### src/rtl/kalman_angle_filter_macros.svh
// Assertion macros shared by the Kalman angle filter RTL.
// Included by modules that carry concurrent checks; depends on nothing else.
`ifndef KALMAN_ANGLE_FILTER_MACROS_SVH
`define KALMAN_ANGLE_FILTER_MACROS_SVH
// implication checked on every clock edge outside reset
`define KAF_ASSERT(label, clk, rst, prop, msg) \
   label: assert property (@(posedge clk) disable iff (rst) (prop)) else $error(msg);
// implication checked also during reset
`define KAF_ASSERT_ALWAYS(label, clk, prop, msg) \
   label: assert property (@(posedge clk) (prop)) else $error(msg);
`endif

### src/rtl/kaf_pkg.sv
// Shared types and constants for the Kalman angle filter.
// No dependencies.
`timescale 1ns / 1ps
`default_nettype none
package kaf_pkg;
   localparam int VW = 48;
   localparam int CW = 47;
   localparam int DW = 32;
   localparam logic [VW-1:0] VMAX = {1'b0, {(VW-1){1'b1}}};
   localparam logic [VW-1:0] VMIN = {1'b1, {(VW-1){1'b0}}};
   localparam logic FUNC_UPDATE = 1'b0;
   localparam logic FUNC_SET    = 1'b1;
   localparam logic [1:0] REG_QA = 2'd0;
   localparam logic [1:0] REG_QB = 2'd1;
   localparam logic [1:0] REG_RM = 2'd2;
   typedef logic signed [VW-1:0] val_type;

   // saturate a 50-bit signed sum to 48 bits
   function automatic logic [VW-1:0] sat50(input logic signed [VW+1:0] v);
      logic [VW-1:0] r;
      if (v > $signed({{2{1'b0}}, VMAX})) r = VMAX;
      else if (v < $signed({{2{1'b1}}, VMIN})) r = VMIN;
      else r = v[VW-1:0];
      return r;
   endfunction

   // saturating add/sub of two 48-bit values
   function automatic logic [VW-1:0] addsat(input logic [VW-1:0] a, input logic [VW-1:0] b,
                                           input logic sub);
      logic signed [VW+1:0] ea;
      logic signed [VW+1:0] eb;
      ea = {{2{a[VW-1]}}, a};
      eb = {{2{b[VW-1]}}, b};
      return sat50(sub ? ea - eb : ea + eb);
   endfunction

   // magnitude of a 48-bit signed value
   function automatic logic [VW-1:0] magv(input logic [VW-1:0] v);
      return v[VW-1] ? (~v + VW'(1)) : v;
   endfunction

   // apply sign and cap to a magnitude with an overflow flag
   function automatic logic [VW-1:0] capv(input logic neg, input logic [VW-1:0] m,
                                         input logic ovf);
      logic [VW-1:0] r;
      if (neg) begin
         r = (ovf || m > VMIN) ? VMIN : (~m + VW'(1));
      end else begin
         r = (ovf || m > VMAX) ? VMAX : m;
      end
      return r;
   endfunction
endpackage
`default_nettype wire

### src/rtl/kaf_mul.sv
// Bit-serial saturating fixed-point multiplier: (a*b) >> sh, rounded.
// Uses kaf_pkg; one multiplier bit per cycle.
`timescale 1ns / 1ps
`default_nettype none
module kaf_mul
   import kaf_pkg::*;
#(
   parameter int SHW = 6
) (
   input  wire logic           clock,
   input  wire logic           reset,
   input  wire logic           start,
   input  wire logic [VW-1:0]  a,
   input  wire logic [VW-1:0]  b,
   input  wire logic [SHW-1:0] sh,
   output logic                done,
   output logic [VW-1:0]       result
);
   logic [2*VW:0]  acc_ff, acc_in;
   logic [VW-1:0]  ma_ff, ma_in, mb_ff, mb_in;
   logic [5:0]     cnt_ff, cnt_in;
   logic           busy_ff, busy_in, neg_ff, neg_in, done_ff, done_in;
   logic [SHW-1:0] sh_ff, sh_in;
   logic [2*VW:0]  rnd, shifted;

   always_comb begin
      acc_in = acc_ff; ma_in = ma_ff; mb_in = mb_ff; cnt_in = cnt_ff;
      busy_in = busy_ff; neg_in = neg_ff; sh_in = sh_ff; done_in = 1'b0;
      if (start) begin
         ma_in = magv(a); mb_in = magv(b); neg_in = a[VW-1] ^ b[VW-1];
         acc_in = '0; cnt_in = '0; busy_in = 1'b1; sh_in = sh;
      end else if (busy_ff) begin
         // shift-add: take multiplier bit from the top down
         acc_in = {acc_ff[2*VW-1:0], 1'b0} + (mb_ff[VW-1] ? {{(VW+1){1'b0}}, ma_ff} : '0);
         mb_in = {mb_ff[VW-2:0], 1'b0};
         cnt_in = cnt_ff + 6'd1;
         if (cnt_ff == 6'(VW-1)) begin
            busy_in = 1'b0; done_in = 1'b1;
         end
      end
   end

   assign rnd = acc_ff + ((2*VW+1)'(1) << (sh_ff - SHW'(1)));
   assign shifted = rnd >> sh_ff;
   assign result = capv(neg_ff, shifted[VW-1:0], |shifted[2*VW:VW]);
   assign done = done_ff;

   always_ff @(posedge clock) begin
      if (reset) begin
         busy_ff <= 1'b0; done_ff <= 1'b0;
      end else begin
         busy_ff <= busy_in; done_ff <= done_in;
      end
      acc_ff <= acc_in; ma_ff <= ma_in; mb_ff <= mb_in; cnt_ff <= cnt_in;
      neg_ff <= neg_in; sh_ff <= sh_in;
   end
endmodule
`default_nettype wire

### src/rtl/kaf_div.sv
// Bit-serial restoring divider: (n << FRAC) / d, truncated, saturated.
// Uses kaf_pkg; one quotient bit per cycle.
`timescale 1ns / 1ps
`default_nettype none
module kaf_div
   import kaf_pkg::*;
#(
   parameter int FRAC_BITS = 32
) (
   input  wire logic          clock,
   input  wire logic          reset,
   input  wire logic          start,
   input  wire logic [VW-1:0] n,
   input  wire logic [VW-1:0] d,
   output logic               done,
   output logic [VW-1:0]      result
);
   localparam int NB = VW + FRAC_BITS;
   localparam int CB = $clog2(NB + 1);
   logic [NB-1:0] num_ff, num_in;
   logic [VW:0]   rem_ff, rem_in;
   logic [VW-1:0] den_ff, den_in, q_ff, q_in;
   logic [CB-1:0] cnt_ff, cnt_in;
   logic          busy_ff, busy_in, neg_ff, neg_in, ovf_ff, ovf_in, done_ff, done_in;
   logic [VW:0]   trial;
   logic          qb;

   always_comb begin
      num_in = num_ff; rem_in = rem_ff; den_in = den_ff; q_in = q_ff; cnt_in = cnt_ff;
      busy_in = busy_ff; neg_in = neg_ff; ovf_in = ovf_ff; done_in = 1'b0;
      trial = {rem_ff[VW-1:0], num_ff[NB-1]};
      qb = trial >= {1'b0, den_ff};
      if (start) begin
         num_in = {magv(n), {FRAC_BITS{1'b0}}}; den_in = magv(d);
         neg_in = n[VW-1] ^ d[VW-1]; rem_in = '0; q_in = '0; ovf_in = 1'b0;
         cnt_in = '0; busy_in = 1'b1;
      end else if (busy_ff) begin
         rem_in = qb ? trial - {1'b0, den_ff} : trial;
         num_in = {num_ff[NB-2:0], 1'b0};
         if (!ovf_ff) begin
            q_in = {q_ff[VW-2:0], qb};
            if (q_ff[VW-1] || {q_ff[VW-2:0], qb} > VMIN) ovf_in = 1'b1;
         end
         cnt_in = cnt_ff + CB'(1);
         if (cnt_ff == CB'(NB-1)) begin
            busy_in = 1'b0; done_in = 1'b1;
         end
      end
   end

   assign result = capv(neg_ff, q_ff, ovf_ff);
   assign done = done_ff;

   always_ff @(posedge clock) begin
      if (reset) begin
         busy_ff <= 1'b0; done_ff <= 1'b0;
      end else begin
         busy_ff <= busy_in; done_ff <= done_in;
      end
      num_ff <= num_in; rem_ff <= rem_in; den_ff <= den_in; q_ff <= q_in;
      cnt_ff <= cnt_in; neg_ff <= neg_in; ovf_ff <= ovf_in;
   end
endmodule
`default_nettype wire

### src/rtl/kalman_angle_filter.sv
// Two-state Kalman filter for angle and gyro bias, Q16.32 saturating.
// A set item goes straight to the output register; an update runs 10 serial products and
// two divisions, and skips both divisions when S is zero.
// One item at a time; a new beat is taken once the result sits in the output register.
// Synchronous active-high reset clears state and loads default noises.
`timescale 1ns / 1ps
`default_nettype none
module kalman_angle_filter
   import kaf_pkg::*;
#(
   parameter int FRAC_BITS = 32
) (
   input  wire logic           clock,
   input  wire logic           reset,
   input  wire logic           req_tvalid,
   output logic                req_tready,
   // tdata: measured_angle[47:0], measured_rate[95:48], time_step[127:96]
   input  wire logic [127:0]   req_tdata,
   // tuser: func
   input  wire logic           req_tuser,
   output logic                rsp_tvalid,
   input  wire logic           rsp_tready,
   // tdata: filtered_angle[47:0], unbiased_rate[95:48]
   output logic [95:0]         rsp_tdata,
   input  wire logic           csr_we,
   input  wire logic [1:0]     csr_index,
   input  wire logic [CW-1:0]  csr_wdata
);
   `include "kalman_angle_filter_macros.svh"
   localparam logic [CW-1:0] QA_RST = CW'(((64'd1 << FRAC_BITS) + 64'd500) / 64'd1000);
   localparam logic [CW-1:0] QB_RST = CW'(((64'd3 << FRAC_BITS) + 64'd500) / 64'd1000);
   localparam logic [CW-1:0] RM_RST = CW'(((64'd3 << FRAC_BITS) + 64'd50) / 64'd100);
   localparam logic [5:0] SH_DT = 6'(DW);
   localparam logic [5:0] SH_FR = 6'(FRAC_BITS);

   localparam logic [4:0] S_IDLE = 5'd0,  S_M1 = 5'd1,  S_M2 = 5'd2,  S_M3 = 5'd3,
                          S_M4 = 5'd4,  S_M5 = 5'd5,  S_D1 = 5'd6,  S_D2 = 5'd7,
                          S_M6 = 5'd8,  S_M7 = 5'd9,  S_M8 = 5'd10, S_M9 = 5'd11,
                          S_M10 = 5'd12, S_M11 = 5'd13, S_M12 = 5'd14, S_OUT = 5'd15,
                          S_WAITM = 5'd16, S_WAITD = 5'd17;

   logic [CW-1:0] qa_ff, qb_ff, rm_ff;
   logic [VW-1:0] ang_ff, bias_ff, rate_ff, paa_ff, pab_ff, pba_ff, pbb_ff;
   logic [VW-1:0] meas_ff, d_ff, k0_ff, k1_ff, y_ff, p00_ff, p01_ff;
   logic [DW-1:0] dt_ff;
   logic [4:0]    st_ff, ret_ff;
   logic          vld_ff;
   logic [2*VW-1:0] out_ff;
   logic          out_load;
   logic          m_start, m_done, d_start, d_done;
   logic [VW-1:0] m_a, m_b, m_r, d_n, d_d, d_r, s_val, dt_v, t_val;
   logic [5:0]    m_sh;

   assign dt_v = {{(VW-DW){1'b0}}, dt_ff};
   assign s_val = addsat(paa_ff, {1'b0, rm_ff}, 1'b0);
   assign t_val = addsat(addsat(addsat(d_ff, pab_ff, 1'b1), pba_ff, 1'b1), {1'b0, qa_ff}, 1'b0);

   kaf_mul #(.SHW(6)) u_mul (.clock, .reset, .start(m_start), .a(m_a), .b(m_b),
                            .sh(m_sh), .done(m_done), .result(m_r));
   kaf_div #(.FRAC_BITS(FRAC_BITS)) u_div (.clock, .reset, .start(d_start), .n(d_n),
                                          .d(d_d), .done(d_done), .result(d_r));

   assign req_tready = (st_ff == S_IDLE);
   assign rsp_tvalid = vld_ff;
   assign rsp_tdata = out_ff;
   // load the output register once the previous beat has left or leaves now
   assign out_load = (st_ff == S_OUT) && (!vld_ff || rsp_tready);

   // operands for the step that is about to start
   always_comb begin
      m_start = 1'b0; m_a = dt_v; m_b = rate_ff; m_sh = SH_DT;
      d_start = 1'b0; d_n = paa_ff; d_d = s_val;
      case (st_ff)
         S_M1: begin m_start = 1'b1; end
         S_M2: begin m_start = 1'b1; m_b = pbb_ff; end
         S_M3: begin m_start = 1'b1; m_b = t_val; end
         S_M4: begin m_start = 1'b1; m_a = {1'b0, qb_ff}; m_b = dt_v; end
         S_D1: begin d_start = s_val != '0; end
         S_D2: begin d_start = s_val != '0; d_n = pba_ff; end
         S_M6: begin m_start = 1'b1; m_a = k0_ff; m_b = y_ff; m_sh = SH_FR; end
         S_M7: begin m_start = 1'b1; m_a = k1_ff; m_b = y_ff; m_sh = SH_FR; end
         S_M9: begin m_start = 1'b1; m_a = k0_ff; m_b = p00_ff; m_sh = SH_FR; end
         S_M10: begin m_start = 1'b1; m_a = k0_ff; m_b = p01_ff; m_sh = SH_FR; end
         S_M11: begin m_start = 1'b1; m_a = k1_ff; m_b = p00_ff; m_sh = SH_FR; end
         S_M12: begin m_start = 1'b1; m_a = k1_ff; m_b = p01_ff; m_sh = SH_FR; end
         default: begin end
      endcase
   end

   always_ff @(posedge clock) begin
      if (reset) begin
         st_ff <= S_IDLE; vld_ff <= 1'b0;
         qa_ff <= QA_RST; qb_ff <= QB_RST; rm_ff <= RM_RST;
         ang_ff <= '0; bias_ff <= '0; rate_ff <= '0;
         paa_ff <= '0; pab_ff <= '0; pba_ff <= '0; pbb_ff <= '0;
         ret_ff <= S_IDLE;
      end else begin
         if (csr_we) begin
            case (csr_index)
               REG_QA: qa_ff <= csr_wdata;
               REG_QB: qb_ff <= csr_wdata;
               REG_RM: rm_ff <= csr_wdata;
               default: begin end
            endcase
         end
         vld_ff <= out_load || (vld_ff && !rsp_tready);
         case (st_ff)
            S_IDLE: begin
               if (req_tvalid && req_tready) begin
                  meas_ff <= req_tdata[VW-1:0];
                  if (req_tuser == FUNC_SET) begin
                     ang_ff <= req_tdata[VW-1:0]; st_ff <= S_OUT;
                  end else begin
                     dt_ff <= req_tdata[2*VW+DW-1:2*VW];
                     rate_ff <= addsat(req_tdata[2*VW-1:VW], bias_ff, 1'b1);
                     st_ff <= S_M1;
                  end
               end
            end
            S_M1, S_M2, S_M3, S_M4, S_M6, S_M7, S_M9, S_M10, S_M11, S_M12: begin
               ret_ff <= st_ff; st_ff <= S_WAITM;
            end
            S_WAITM: begin
               if (m_done) begin
                  case (ret_ff)
                     S_M1: begin ang_ff <= addsat(ang_ff, m_r, 1'b0); st_ff <= S_M2; end
                     S_M2: begin d_ff <= m_r; st_ff <= S_M3; end
                     S_M3: begin
                        paa_ff <= addsat(paa_ff, m_r, 1'b0);
                        pab_ff <= addsat(pab_ff, d_ff, 1'b1);
                        pba_ff <= addsat(pba_ff, d_ff, 1'b1);
                        st_ff <= S_M4;
                     end
                     S_M4: begin pbb_ff <= addsat(pbb_ff, m_r, 1'b0); st_ff <= S_M5; end
                     S_M6: begin ang_ff <= addsat(ang_ff, m_r, 1'b0); st_ff <= S_M7; end
                     S_M7: begin bias_ff <= addsat(bias_ff, m_r, 1'b0); st_ff <= S_M8; end
                     S_M9: begin paa_ff <= addsat(paa_ff, m_r, 1'b1); st_ff <= S_M10; end
                     S_M10: begin pab_ff <= addsat(pab_ff, m_r, 1'b1); st_ff <= S_M11; end
                     S_M11: begin pba_ff <= addsat(pba_ff, m_r, 1'b1); st_ff <= S_M12; end
                     default: begin pbb_ff <= addsat(pbb_ff, m_r, 1'b1); st_ff <= S_OUT; end
                  endcase
               end
            end
            S_M5: begin
               k0_ff <= '0; k1_ff <= '0; st_ff <= S_D1;
            end
            S_D1, S_D2: begin
               ret_ff <= st_ff;
               // zero S: keep both gains at zero
               if (s_val == '0) st_ff <= S_M8;
               else st_ff <= S_WAITD;
            end
            S_WAITD: begin
               if (d_done) begin
                  if (ret_ff == S_D1) begin
                     k0_ff <= d_r; st_ff <= S_D2;
                  end else begin
                     k1_ff <= d_r; st_ff <= S_M8;
                  end
               end
            end
            S_M8: begin
               if (ret_ff == S_M7) begin
                  p00_ff <= paa_ff; p01_ff <= pab_ff; st_ff <= S_M9;
               end else begin
                  y_ff <= addsat(meas_ff, ang_ff, 1'b1); st_ff <= S_M6;
               end
            end
            S_OUT: begin
               if (out_load) begin
                  out_ff <= {rate_ff, ang_ff}; st_ff <= S_IDLE;
               end
            end
            default: st_ff <= S_IDLE;
         endcase
      end
   end

   `KAF_ASSERT(a_ready_idle, clock, reset, req_tready |-> st_ff == S_IDLE, "ready outside idle")
   `KAF_ASSERT(a_one_unit, clock, reset, !(m_start && d_start), "mul and div started together")
   `KAF_ASSERT(a_out_hold, clock, reset, (vld_ff && !rsp_tready) |=> $stable(rsp_tdata), "data moved")
   `KAF_ASSERT(a_valid_hold, clock, reset, (vld_ff && !rsp_tready) |=> vld_ff, "valid dropped")
endmodule
`default_nettype wire

### config.mk
export PLATFORM = sky130hd
export DESIGN_NAME = kalman_angle_filter
export DESIGN_NICKNAME = d
export VERILOG_FILES = /design/src/rtl/kaf_pkg.sv /design/src/rtl/kaf_mul.sv /design/src/rtl/kaf_div.sv /design/src/rtl/kalman_angle_filter.sv
export VERILOG_INCLUDE_DIRS = /design/src /design/src/rtl
export SDC_FILE = /design/constraint.sdc
export NUM_CORES = 2
export LEC_CHECK = 0
export BUFFER_PORTS_ARGS = -buffer_cell sky130_fd_sc_hd__buf_2
export CORE_MARGIN = 1.5
export CORE_UTILIZATION = 40
export CTS_CLUSTER_SIZE = 16
export DETAILED_ROUTE_END_ITERATION = 12
export GPL_TIMING_DRIVEN = 0
export PLACE_DENSITY = 0.52
export SLEW_MARGIN = 30
export SYNTH_ARGS = -nofsm -noshare
export SYNTH_HDL_FRONTEND = slang
export SYNTH_SLANG_ARGS = --single-unit
### constraint.sdc
create_clock -name clock -period 17.49 [get_ports clock]
set_clock_uncertainty 0.2 [all_clocks]
set_input_delay 1.749 -clock clock [delete_from_list [all_inputs] [get_ports clock]]
set_output_delay 1.749 -clock clock [all_outputs]
set_load 0.05 [all_outputs]
# Word level (Yosys, flattened, before mapping)
# Cells that the tools add are included.
# word_totals
reg_bits,1357
word_cells,302
# op_classes
n_addsub,27
n_lt_le_gt_ge,38
n_eq_ne,39
n_mux,87
bitwise,15
reduce_logical,56
# ops
op,n
2-to-1 mux 48 bit,52
> comparator 49 x 48 -> 1 bit (second input constant),14
less-than comparator 49 x 48 -> 1 bit (second input constant),14
one-hot mux 48 bit (2 select lines),7
subtractor 48 x 48 -> 49 bit,10
adder 48 x 48 -> 49 bit,6
adder 48 x 1 -> 48 bit (second input constant),6
inverter 48 bit,6
one-hot mux 48 bit (6 select lines),1
2-to-1 mux 80 bit,2
> comparator 48 bit (second input constant),3
one-hot mux 48 bit (3 select lines),1
> comparator 50 x 48 -> 1 bit (second input constant),2
less-than comparator 50 x 48 -> 1 bit (second input constant),2
adder 97 x 32 -> 97 bit (second input constant),1
adder 97 bit,1
> comparator 48 x 47 -> 1 bit (second input constant),2
2-to-1 mux 47 bit,2
equality test 5 x 4 -> 1 bit (second input constant),13
greater-or-equal comparator 49 x 48 -> 1 bit,1
zero test 48 bit,1
nonzero test 48 bit,1
subtractor 48 bit,1
one-hot mux 5 bit (8 select lines),1
other kinds (35),112

# Depth between registers and ports, before layout
# depth
word_depth,17
ltp_mapped,59
depth_no_buf,53

# Hierarchy
# Synthesis repeated with hierarchy kept, for this count alone.
# unflattened
hier_cells,16147
area_unflattened_um2,128409.4
# modules_own_cells
module,instances,cells_each,area_each_um2,seq_area_each_um2
kalman_angle_filter,1,9775,80881.3,23702.7
kaf_mul,1,4628,33614.7,5195.0
kaf_div,1,1744,13913.3,5034.8

# Worst setup path after synthesis
# OpenSTA, ideal clock, no wires.
# synth_path
path_kind,flip-flop to flip-flop
start,register pab_ff[1]
end,"register u_mul.mb_ff[38], data pin"
setup_ns,0.162
t_arrival_ns,12.532
required_time_ns,17.128
setup_slack_ns,4.595
path_stages_with_launch,54
path_buffers,5
period_less_slack_ns,12.895
cell_sequence,dfxtp_1 > inv_1 > ha_1 > nor2b_1 > o21ai_0 > a21boi_0 > o21ai_0 > a21oi_1 > o22a_1 > a211oi_1 > nor4_1 > o21a_1 > a211oi_1 > o21ai_0 > a211oi_1 > nand2_1 > clkbuf_1 > a21oi_1 > [... 18 more ...] > and3_1 > and2_1 > a221oi_1 > o21ai_1 > a2111o_1 > o211a_1 > a21o_1 > clkbuf_1 > a311oi_1 > a21boi_0 > ha_1 > and3_1 > o211a_1 > o2111ai_1 > nor4_4 > nand3_1 > or4b_1 > o2111ai_1
# synth_between
elab_chain_len,17
word_cells_on_any_way,20
classes_between,add/sub: 4; order compare: 6; mux: 9; bitwise: 1
# synth_lines
element,line_no,source
from (decl),kalman_angle_filter.sv:43,"logic [VW-1:0] ang_ff, bias_ff, rate_ff, paa_ff, pab_ff, pba_ff, pbb_ff;"
from (signal assigned),kalman_angle_filter.sv:130,"pab_ff <= addsat(pab_ff, d_ff, 1'b1);"
subtractor 48 x 48 -> 49 bit (*),kaf_pkg.sv:34,return sat50(sub ? ea - eb : ea + eb);
less-than comparator 49 x 48 -> 1 bit,kaf_pkg.sv:22,"else if (v < $signed({{2{1'b1}}, VMIN})) r = VMIN;"
2-to-1 mux 48 bit,kaf_pkg.sv:22,
2-to-1 mux 48 bit (*),kaf_pkg.sv:21,"if (v > $signed({{2{1'b0}}, VMAX})) r = VMAX;"
subtractor 48 x 48 -> 49 bit (*),kaf_pkg.sv:34,
less-than comparator 49 x 48 -> 1 bit,kaf_pkg.sv:22,
2-to-1 mux 48 bit,kaf_pkg.sv:22,
2-to-1 mux 48 bit (*),kaf_pkg.sv:21,
[... 2 more ...],--,
2-to-1 mux 48 bit,kaf_pkg.sv:22,
2-to-1 mux 48 bit (*),kaf_pkg.sv:21,
one-hot mux 48 bit (6 select lines) (*),kalman_angle_filter.sv:73,case (st_ff)
inverter 48 bit,kaf_pkg.sv:39,return v[VW-1] ? (~v + VW'(1)) : v;
adder 48 x 1 -> 48 bit,kaf_pkg.sv:39,
2-to-1 mux 48 bit (*),kaf_pkg.sv:39,
2-to-1 mux 48 bit (*),kaf_mul.sv:29,if (start) begin
net u_mul.mb_in[38],kaf_mul.sv:20,"logic [VW-1:0] ma_ff, ma_in, mb_ff, mb_in;"
to (signal assigned),kaf_mul.sv:54,acc_ff <= acc_in; ma_ff <= ma_in; mb_ff <= mb_in; cnt_ff <= cnt_in;
to (decl),kaf_mul.sv:20,
# The timed path passes the listed nets; every way through them passes the cells marked *.
# A chain may end at the register's enable or synchronous reset.

# Worst setup path in the final report
# layout_path
start,register pab_ff[9]
end,"register u_mul.mb_ff[47], data pin"
# Same word-level chain as after synthesis.

==> flow_summary.toml <==
[floorplan]
core_area_um2 = 274000
io_pins = 281
start_util = 0.402
fp.dieH_um = 528
dieArea_um2 = 278000
rows = 192
fp.dieW_um = 528

[cells_and_area]
final-seq-area_um2 = 33800
drive_gt1_frac = 0.0749
synthToLayoutAreaGrowth_pct = 12.8
stdcell_count = 17773
num-fill-cells = 27320
final_net_count = 15078
largest_reg_flops = 97
final_core_util = 0.454
multi_input_area_um2 = 71500
top_register = "u_mul.acc_ff"

[run]
drv_cap = 0

[grt]
grt_max_degree = 59
grt_antenna_before_repair = 74
grt_pass1_vias = 103489
track_usage = 0.382
gr-total-overflow = 0
grt_first_pass_wirelength_mm = 766

[setup_path]
crit_required_ns = 17.84
r2r_start = "pab_ff[9]"
r2r_cells = 48
critPathArrivalTime_ns = 17.21
path_max_fanout = 10
max_stage_delay_ns = 0.72
rrSetupSlack_ns = 0.63
cpMaxStageDelayCell = "o31ai_1"
worstSetupPathType = "flop to flop"
crit_family = "compound AO/OA/AOI/OAI gates"
cp_num_buf_inv = 8
worstReg2RegEnd = "u_mul.mb_ff[47]"
cp_common_cell = "o21ai_0"
cp-end-kind = "flop"
crit_path_start_kind = "flop"

[power]
powerDensity_nw_per_um2 = 148
total_power_mw = 18.4
leakagePower_nw = 49.7
peakVddDrop_mv = 0.0929

[sta]
hold_viol_final = 0
fmax_ghz = 0.0593
finalSetupViolCount = 0
fin_crit_sh = 0.964
min_period_ns = 16.86
maxSlewHeadroom = 0.213
drv_slew = 0
worst_slew_pin_slew_ns = 1.18
rsz0062_at_grt = "no"

[clocking]
cts_hold_buf = 0
clockBufferDepth = 4
root_buffer = "clkbuf_16"
clk_pin_slew_worst_paths_ns = 0.06
clk_latency_ns = 0.92
cts_made_buffers = 175
cts.sinks = 1357
h-tree-depth = 4
cts_tree = "done"

[routing]
vias_per_cell = 6.26
drt_iter0_drc = 12910
via_count = 111278
wirelength_mm = 555
remaining_drc_errors = 0
drtPass1Iterations = 9
avgRoutedWirePerCell_um = 31.2
postRouteAntennaNets = 0

[logic_synthesis]
yosysWarnings = 0
synth_edf_count = 658
avgSynthCellArea_um2 = 8.21
seq_area_frac_synth = 0.306
ys_seq_elements = 1357
synth_cells = 13419
async_reset_ff_frac = 0
synth.distinct_cells = 111
synthFlopType = "dfxtp_1"
synth_nets = 14496
syn_area_um2 = 110000

[hold_path]
min_path_type = "flop to flop"
min_to = "qb_ff[41]"
min_from = "qb_ff[41]"
min_path_cells = 2

[place]
dpl.hpwl_mm = 453
dp_cells = 17404
place.gp.congestion = 1.10
io_buffers = 279

[run_status]
outcome = "finished, final reports clean"
[cells in the final DEF, fill, tap and decap left out, types with 144 or more instances in the layout]
cell | netlist | routed
ha_1 | 876 | 876
nor3_1 | 264 | 258
nand2_1 | 1295 | 1289
edfxtp_1 | 658 | 658
inv_1 | 649 | 646
a21oi_1 | 1376 | 1371
nor2_1 | 995 | 986
nand3_1 | 273 | 273
and3_1 | 144 | 144
dfxtp_1 | 699 | 679
xor2_1 | 365 | 364
buf_2 | 16 | 329
a211oi_1 | 245 | 241
xnor2_1 | 658 | 658
a21o_1 | 453 | 447
nand2b_1 | 145 | 144
nand4_1 | 144 | 144
a31oi_1 | 172 | 170
o21a_1 | 175 | 161
clkbuf_1 | 663 | 668
o21ai_0 | 920 | 917
clkbuf_16 | 0 | 181
[report_power, final]
| group | internal [mW] | switching, mW | total [mW] |
|---|---|---|---|
| sequential | 3.94 | 0.352 | 4.30 |
| combinational | 3.10 | 7.02 | 10.1 |
| clock | 2.32 | 1.63 | 3.95 |
| total | 9.36 | 9.00 | 18.4 |
[cells in the mapped netlist, types with 30 or more instances]
| cell type | instances | area, um2 |
|---|---|---|
| a21oi_1 | 1376 | 6890 |
| nand2_1 | 1295 | 4860 |
| nor2_1 | 995 | 3730 |
| o21ai_0 | 920 | 4600 |
| ha_1 | 876 | 11000 |
| dfxtp_1 | 699 | 14000 |
| clkbuf_1 | 663 | 2490 |
| edfxtp_1 | 658 | 19800 |
| xnor2_1 | 658 | 5760 |
| inv_1 | 649 | 2440 |
| a21o_1 | 453 | 3400 |
| xor2_1 | 365 | 3200 |
| nand3_1 | 273 | 1370 |
| nor3_1 | 264 | 1320 |
| a211oi_1 | 245 | 1840 |
| o21a_1 | 175 | 1310 |
| a31oi_1 | 172 | 1080 |
| nand2b_1 | 145 | 907 |
| and3_1 | 144 | 901 |
| nand4_1 | 144 | 901 |
| and2_1 | 143 | 895 |
| o21bai_1 | 143 | 1070 |
| nor2b_1 | 136 | 851 |
| mux2i_1 | 120 | 1200 |
| o211ai_1 | 109 | 818 |
| o31ai_1 | 85 | 638 |
| nor4_1 | 81 | 507 |
| a222oi_1 | 80 | 801 |
| a32o_1 | 80 | 801 |
| maj3_1 | 80 | 801 |
| or3_1 | 75 | 469 |
| a22oi_1 | 70 | 526 |
| a221oi_1 | 66 | 578 |
| a2111oi_0 | 60 | 526 |
| nand3b_1 | 59 | 443 |
| or2_2 | 58 | 363 |
| a21boi_0 | 57 | 428 |
| mux2_2 | 52 | 586 |
| buf_1 | 45 | 169 |
| a221o_1 | 37 | 370 |
| or4_1 | 36 | 270 |
| a311oi_1 | 35 | 307 |
| a41oi_1 | 31 | 272 |
| o211a_1 | 30 | 300 |
| o31a_1 | 30 | 263 |
[metrics by stage]
stage / worst slack, ns / TNS, ns / hold slack [ns] / cell area [um2]
after floorplan: 4.60 / 0 / 0.230 / 110000
after global placement: -1.77 / -55.91 / 0.245 / 116000
after detailed placement: -0.0985 / -0.0985 / 0.254 / 118000
after CTS: 0.338 / 0 / 0.262 / 124000
after global routing: 0.0847 / 0 / 0.282 / 124000
final: 0.627 / 0 / 0.259 / 124000
[logic make-up after synthesis]
family,synth area share
mux,0.0164
xor+xnor,0.0814
simple gates,0.170
buf+inv,0.0481
compound gates,0.267
flops,0.306
fa+ha+maj,0.110
[repair_timing]
action / in CTS / in global routing
gates resized for setup: 0 / 6
setup buffers: 4 / 0
endpoints found under the setup margin: 2 / 35
pin swaps: 1 / 0
[worst register-to-register path: cells and delay by family, from the launching register on]
family,cells,cell delay (ns)
buf+inv,8,2.54
fa+ha+maj,3,1.18
xor+xnor,1,0.23
compound gates,31,10.24
flops,1,0.65
simple gates,5,1.53
[layer usage]
metal  up-vias  track usage  share of wire
li1      50535            -              -
met1     54384        0.475           0.40
met2      5172        0.586           0.43
met3      1165        0.103          0.096
met4        22        0.237          0.070
met5         -            0        0.00089
[area by class of cell]
type | count | area share
Multi-Input combinational cell | 10673 | 0.575
Sequential cell | 1357 | 0.272
Clock buffer | 222 | 0.0391
Tap cell | 3589 | 0.0361
Timing Repair Buffer | 405 | 0.0238
Buffer | 734 | 0.0232
Inverter | 655 | 0.0198
Clock inverter | 102 | 0.0101
Antenna cell | 36 | 0.000725
[how the worst max path moves through the flow]
| stage | start | to | cells past startpoint |
|---|---|---|---|
| after global routing | pab_ff[9] | u_mul.mb_ff[42] | 57 |
| after CTS | pab_ff[9] | u_mul.mb_ff[42] | 57 |
| after floorplan | pab_ff[1] | u_mul.mb_ff[38] | 53 |
| after detailed placement | pab_ff[9] | u_mul.mb_ff[38] | 54 |
| after global placement | pab_ff[1] | u_mul.mb_ff[47] | 45 |
| final | pab_ff[9] | u_mul.mb_ff[47] | 48 |
Note: power is estimated with default switching activity, not from simulation.
